===== config.mk =====
export PLATFORM = sky130hd
export DESIGN_NAME = bfc_ctrl
export DESIGN_NICKNAME = d
export VERILOG_FILES = /design/src/rtl/core/bfc_pkg.sv /design/src/rtl/core/bfc_ctrl.sv
export SDC_FILE = /design/constraint.sdc
export NUM_CORES = 1
export LEC_CHECK = 0
export ABC_AREA = 1
export BUFFER_PORTS_ARGS = -buffer_cell sky130_fd_sc_hd__clkbuf_2
export CAP_MARGIN = 20
export CORE_AREA = 5 5 42 44
export CTS_CLUSTER_SIZE = 8
export DETAILED_ROUTE_END_ITERATION = 8
export DIE_AREA = 0 0 47 49
export PLACE_DENSITY_LB_ADDON = 0.15
export SLEW_MARGIN = 20
export SYNTH_ARGS = -nofsm -noshare
export SYNTH_HDL_FRONTEND = slang
export SYNTH_SLANG_ARGS = --single-unit

===== constraint.sdc =====
create_clock -name clk -period 3.55 [get_ports clk]
set_clock_uncertainty 0.05 [all_clocks]
set_input_delay 1.065 -clock clk [delete_from_list [all_inputs] [get_ports clk]]
set_output_delay 1.065 -clock clk [all_outputs]
set_load 0.01 [all_outputs]

===== src/rtl/core/bfc_pkg.sv =====
package bfc_pkg;

	localparam int TABLE_ENTRIES = 1024;
	localparam int ADDR_W        = $clog2(TABLE_ENTRIES);
	localparam int CNT_W         = $clog2(TABLE_ENTRIES + 1);
	localparam int KEY_BYTES     = 16;
	localparam int LEN_W         = 5;
	localparam int FREQ_W        = 32;
	localparam int ENTRY_W       = 64 + 64 + FREQ_W;

	localparam logic [1:0] OP_BYTE   = 2'd0;
	localparam logic [1:0] OP_EOI    = 2'd1;
	localparam logic [1:0] OP_READ   = 2'd2;
	localparam logic [1:0] OP_UNUSED = 2'd3;

	localparam logic [1:0] ST_OK    = 2'd0;
	localparam logic [1:0] ST_STOP  = 2'd1;
	localparam logic [1:0] ST_FULL  = 2'd2;
	localparam logic [1:0] ST_EMPTY = 2'd3;

	localparam logic [7:0] NEWLINE = 8'd10;
	localparam logic [1:0] KEY_LINE = 2'd1;

	typedef struct packed {
		logic [1:0] op;
		logic [7:0] data_byte;
	} item_t;

	typedef struct packed {
		logic [1:0]  status;
		logic        entry_valid;
		logic [63:0] key_upper;
		logic [63:0] key_lower;
		logic [31:0] frequency;
		logic        final_entry;
	} result_t;

	typedef struct packed {
		logic [63:0]       key_upper;
		logic [63:0]       key_lower;
		logic [FREQ_W-1:0] frequency;
	} entry_t;

	typedef enum logic [3:0] {
		S_IDLE,
		S_SRCH_RD,
		S_SRCH_CMP,
		S_SH_RD,
		S_SH_WR,
		S_INS_WR,
		S_INC_WR,
		S_RO_RD,
		S_RO_OUT,
		S_DONE
	} state_t;

	typedef struct packed {
		logic accept;
		logic srch_read;
		logic srch_step;
		logic shift_init;
		logic shift_read;
		logic shift_write;
		logic ins_write;
		logic inc_write;
		logic ro_read;
		logic ro_load;
		logic done_load;
		logic mark_full;
	} cmd_t;

	typedef struct packed {
		logic item_valid;
		logic out_free;
		logic need_insert;
		logic need_read;
		logic srch_end;
		logic cmp_less;
		logic cmp_eq;
		logic full;
		logic pos_at_end;
		logic shift_last;
	} sts_t;

endpackage


===== src/rtl/core/bfc_ctrl.sv =====
module bfc_ctrl
	import bfc_pkg::*;
(
	input  logic   clk,
	input  logic   arst_n,
	input  sts_t   sts,
	output cmd_t   cmd,
	output logic   item_stall
);

	state_t state_q, state_d;

	always_ff @(posedge clk or negedge arst_n) begin
		if (!arst_n) begin
			state_q <= S_IDLE;
		end else begin
			state_q <= state_d;
		end
	end

	always_comb begin
		state_d = state_q;
		case (state_q)
			S_IDLE: begin
				if (sts.item_valid && sts.out_free) begin
					if (sts.need_insert) state_d = S_SRCH_RD;
					else if (sts.need_read) state_d = S_RO_RD;
				end
			end
			S_SRCH_RD: begin
				if (!sts.srch_end) state_d = S_SRCH_CMP;
				else if (sts.full) state_d = S_DONE;
				else if (sts.pos_at_end) state_d = S_INS_WR;
				else state_d = S_SH_RD;
			end
			S_SRCH_CMP: begin
				if (sts.cmp_less) state_d = S_SRCH_RD;
				else if (sts.cmp_eq) state_d = S_INC_WR;
				else if (sts.full) state_d = S_DONE;
				else if (sts.pos_at_end) state_d = S_INS_WR;
				else state_d = S_SH_RD;
			end
			S_SH_RD:  state_d = S_SH_WR;
			S_SH_WR:  state_d = sts.shift_last ? S_INS_WR : S_SH_RD;
			S_INS_WR: state_d = S_DONE;
			S_INC_WR: state_d = S_DONE;
			S_RO_RD:  state_d = S_RO_OUT;
			S_RO_OUT: begin
				if (sts.out_free) state_d = S_IDLE;
			end
			S_DONE: begin
				if (sts.out_free) state_d = S_IDLE;
			end
			default: state_d = S_IDLE;
		endcase
	end

	always_comb begin
		cmd = '0;
		item_stall = 1'b1;
		case (state_q)
			S_IDLE: begin
				item_stall = !sts.out_free;
				cmd.accept = sts.item_valid && sts.out_free;
			end
			S_SRCH_RD: begin
				// search hit the end: key is new
				cmd.srch_read  = !sts.srch_end;
				cmd.mark_full  = sts.srch_end && sts.full;
				cmd.shift_init = sts.srch_end && !sts.full;
			end
			S_SRCH_CMP: begin
				cmd.srch_step  = sts.cmp_less;
				cmd.mark_full  = !sts.cmp_less && !sts.cmp_eq && sts.full;
				cmd.shift_init = !sts.cmp_less && !sts.cmp_eq && !sts.full;
			end
			S_SH_RD:  cmd.shift_read  = 1'b1;
			S_SH_WR:  cmd.shift_write = 1'b1;
			S_INS_WR: cmd.ins_write   = 1'b1;
			S_INC_WR: cmd.inc_write   = 1'b1;
			S_RO_RD:  cmd.ro_read     = 1'b1;
			S_RO_OUT: cmd.ro_load     = sts.out_free;
			S_DONE:   cmd.done_load   = sts.out_free;
			default: cmd = '0;
		endcase
	end

endmodule


# Word-level counts from Yosys, hierarchy flattened
# Index checks and enable logic that the tools add are counted.
[totals]
ff_bits = 4
[op_classes]
n_eq_ne = 12
muxes = 24
reduce_logical = 15
[ops]
columns = ["operator", "count"]
rows = [
  ["$mux 4", 8],
  ["$pmux 4 s8", 1],
  ["$eq 4x3->1 const B", 4],
  ["$mux 1", 11],
  ["$eq 4x2->1 const B", 2],
  ["$eq 4x4->1 const B", 2],
  ["$logic_and 1x1->1", 6],
  ["$mux 3", 2],
  ["$logic_not 1->1", 5],
  ["$eq 4x1->1 const B", 1],
  ["$logic_not 4->1", 1],
  ["$pmux 1 s2", 2],
  ["$reduce_or 2->1", 2],
  ["$ne 3x3->1 const B", 1],
  ["$reduce_and 3->1", 1],
  ["$ne 2x1->1 const B", 1],
  ["$ne 2x2->1 const B", 1],
]

# Longest topological paths before layout
[logic_depth]
ltp_word = 5
mapped_depth = 8
depth_no_buf = 8

# Least setup slack after synthesis
# OpenSTA, ideal clock, no wires.
[synth_path]
path_type = "input to output"
from = "in sts[4] (netlist name)"
to = "out cmd[8] (netlist name)"
arrival_time_ns = 1.472
required_ns = 2.435
path_slack_ns = 0.963
cell_stages = 3
path_cell_list = "inv_1 nand3_1 a21oi_1"
[synth_rtl]
columns = ["element", "line_no", "rtl"]
rows = [
  ["start: declaration", "bfc_ctrl.sv:6", "input sts_t sts,"],
  ["end: declaration", "bfc_ctrl.sv:7", "output cmd_t cmd,"],
]

==> results.md <==
* Outcome: finished, final reports clean
* DP Cell Count at between 100 and 150
* Layout area overhead at 33.8%
* Worst r2r dst: state_q[2]
* Max Cap Viol at 0
* Count of cell types in the netlist at 15
* Reg2Reg Setup Slack at 2.30 ns
* Die Wd at 47 microns
* IO Port Bufs at 24
* Net Sw Frac at 0.537
* Clock power frac at 0.133
* Drt initial violations at 6
* Initial antenna violation count at 0
* First-pass GRT wire length at 2.20 mm
* Sequential share of power at 0.213
* VDD IR max at 371 uV
* Post-detailed-placement half-perimeter wirelength at between 1 and 1.5 mm
* Hold-fix buffers, CTS at 0
* Antenna diodes at 0
* Setup TNS at 0 ns
* Element type at the critical path start: primary input
* CP Max Fanout at 6
* Pre-antenna DRT Iters at 4
* Post-synthesis cell count at 89
* Commonest non-fill, non-tap cell in the layout: clkbuf_2
* Final min period at 2.78 ns
* Post-layout nets at 130
* DIE AREA at roughly 0.0023 sq mm
* Largest net degree at the start of global routing at 8
* CP required at 2.43 ns
* Clk Tree Root Cell: clkbuf_4
* Core outline area at 0.00140 sq mm
* Vias at 621
* Gr ovfl total at 0
* Final hold slack at 0.558 ns
* H-tree depth at 1
* Worst Hold Depth at 2
* Hold Fails Final Rpt at 0
* Placed Area at 622 sq um
* Biggest regs: state_q (4)
* CTS tree: done
* Maximum clock path buffer count at 2
* Internal at just under 0.2 mW
* #FFs+latches synth at 4
* Row count at 14
* RR Startpoint: state_q[1]
* Worst Reg-to-Reg Cells at 7
* Avg Inst Size Synth at 5.41 sq um
* Post-CTS Resized at 0
* Clock Latency Late Sink at 0.24 ns
* Max_slew headroom at 0.822
* Sequential area share after synthesis at 0.208
* WP data arrival at 1.66 ns
* Layout cell share with drive strength beyond 1 at 0.328
* CTS Buf Count at 3
* Yosys warning count at 0
* Clock sinks at 4
* Post-Layout Cell Count at around 130
* RSZ-0062 raised after global routing: no
* Hold WC Path Type: register to register
* Pre-CTS WS at 0.787 ns
* RD Place Congestion at 0.770
* Fmax at approximately 0.36 GHz
* Die Y at 49 microns
* Final antenna-violating net count at 0
* Postcts setup bufs at 0
* Residual DRC at 0
* Slew Viols, Final at 0
* Commonest cells after routing, fill and taps aside: clkbuf_2 (24), nand2_1 (23), nor2_1 (17), inv_1 (13), nand3_1 (10)
* CTS clk-pin slew, worst paths at 0.03 ns
* Wirelength per Cell at 9.90 microns
* Total power at 0.429 mW
* Max reg flops at 4
* Critical Path Source: sts[4]
* Post-Route WL at 1.31 mm
* Final setup margin at 0.774 ns
* Hold EP: state_q[0]
* Final setup violation count at 0
* Tot GR Track Use at 0.130
* Power Dens Cells at 666 mW/mm^2
* Fin util at 0.460
* Hold Path Origin: state_q[0]
* Crit path capture type: output port
* Synth Net Count at 101
* Comb pwr share at 0.655
* Vias in the first global route at 540
* Largest Register: state_q
* Via density per instance at approximately 4.7
* Leak at 0.392 nW
* Synthesized area at about 480 sq um
* Crit Path Category: primary input to output port
* Slew @ Worst Pin at 0.266 ns
* Net Sw Power at roughly 0.23 mW
* Cell area after layout at about 640 sq um
* Starting Density at 0.344
* # IOs at 25
* Crit share post-route at 0.782
power groups by stage:
stage               combinational [mW]  clock [mW]  sequential (mW)
floorplan                        0.213           0           0.0855
global placement                 0.284           0           0.0914
detailed placement               0.284           0           0.0914
CTS                              0.285      0.0603           0.0910
global route                     0.325      0.0670           0.0950
finish                           0.281      0.0569           0.0912
how the worst max path moves through the flow:
stage	to	slack, ns	cells past startpoint
finish	cmd[8]	0.77	5
global route	cmd[8]	0.72	5
CTS	cmd[8]	0.79	5
detailed placement	cmd[8]	0.79	5
global placement	cmd[8]	0.81	5
floorplan	cmd[8]	0.96	3
area by class of cell:
cell class                      count  area [sq um]
Fill cell                         179           757
Multi-Input combinational cell     69           322
Timing Repair Buffer               24           120
Sequential cell                     4           100
Inverter                           16          60.1
Clock buffer                        3          22.5
Tap cell                           16          20.0
worst max-delay path: stages:
cell and delay (ns):
clkbuf_2 0.08, inv_1 0.14, nand3_1 0.10, a21oi_1 0.13, clkbuf_2 0.15
Yosys cell counts:
cell	number	area share
nand2_1	23	0.18
nor2_1	17	0.13
inv_1	13	0.10
nand3_1	10	0.10
dfrtp_1	4	0.21
nand2_2	4	0.052
inv_2	3	0.023
nand4_1	3	0.039
nor3_1	3	0.031
a21oi_1	2	0.021
nor2_2	2	0.026
o21ai_0	2	0.021
nand2_4	1	0.023
nor2_4	1	0.023
o211ai_1	1	0.016
metal layers:
| metal | GRT usage | part of all wire |
|---|---|---|
| met4 | 0.0553 | 0.022 |
| met2 | 0.201 | 0.49 |
| met3 | 0.0554 | 0.082 |
| met1 | 0.152 | 0.41 |
| met5 | 0 | 0 |
cell families (layout without fill, tap and decap cells):
group,Yosys count,count (layout),share of synthesized area
and+or+nand+nor,64,64,0.610
buffers and inverters,16,43,0.125
AOI/OAI and AO/OA,5,5,0.0572
DFF,4,4,0.208
Note: power is estimated with default switching activity, not from simulation.
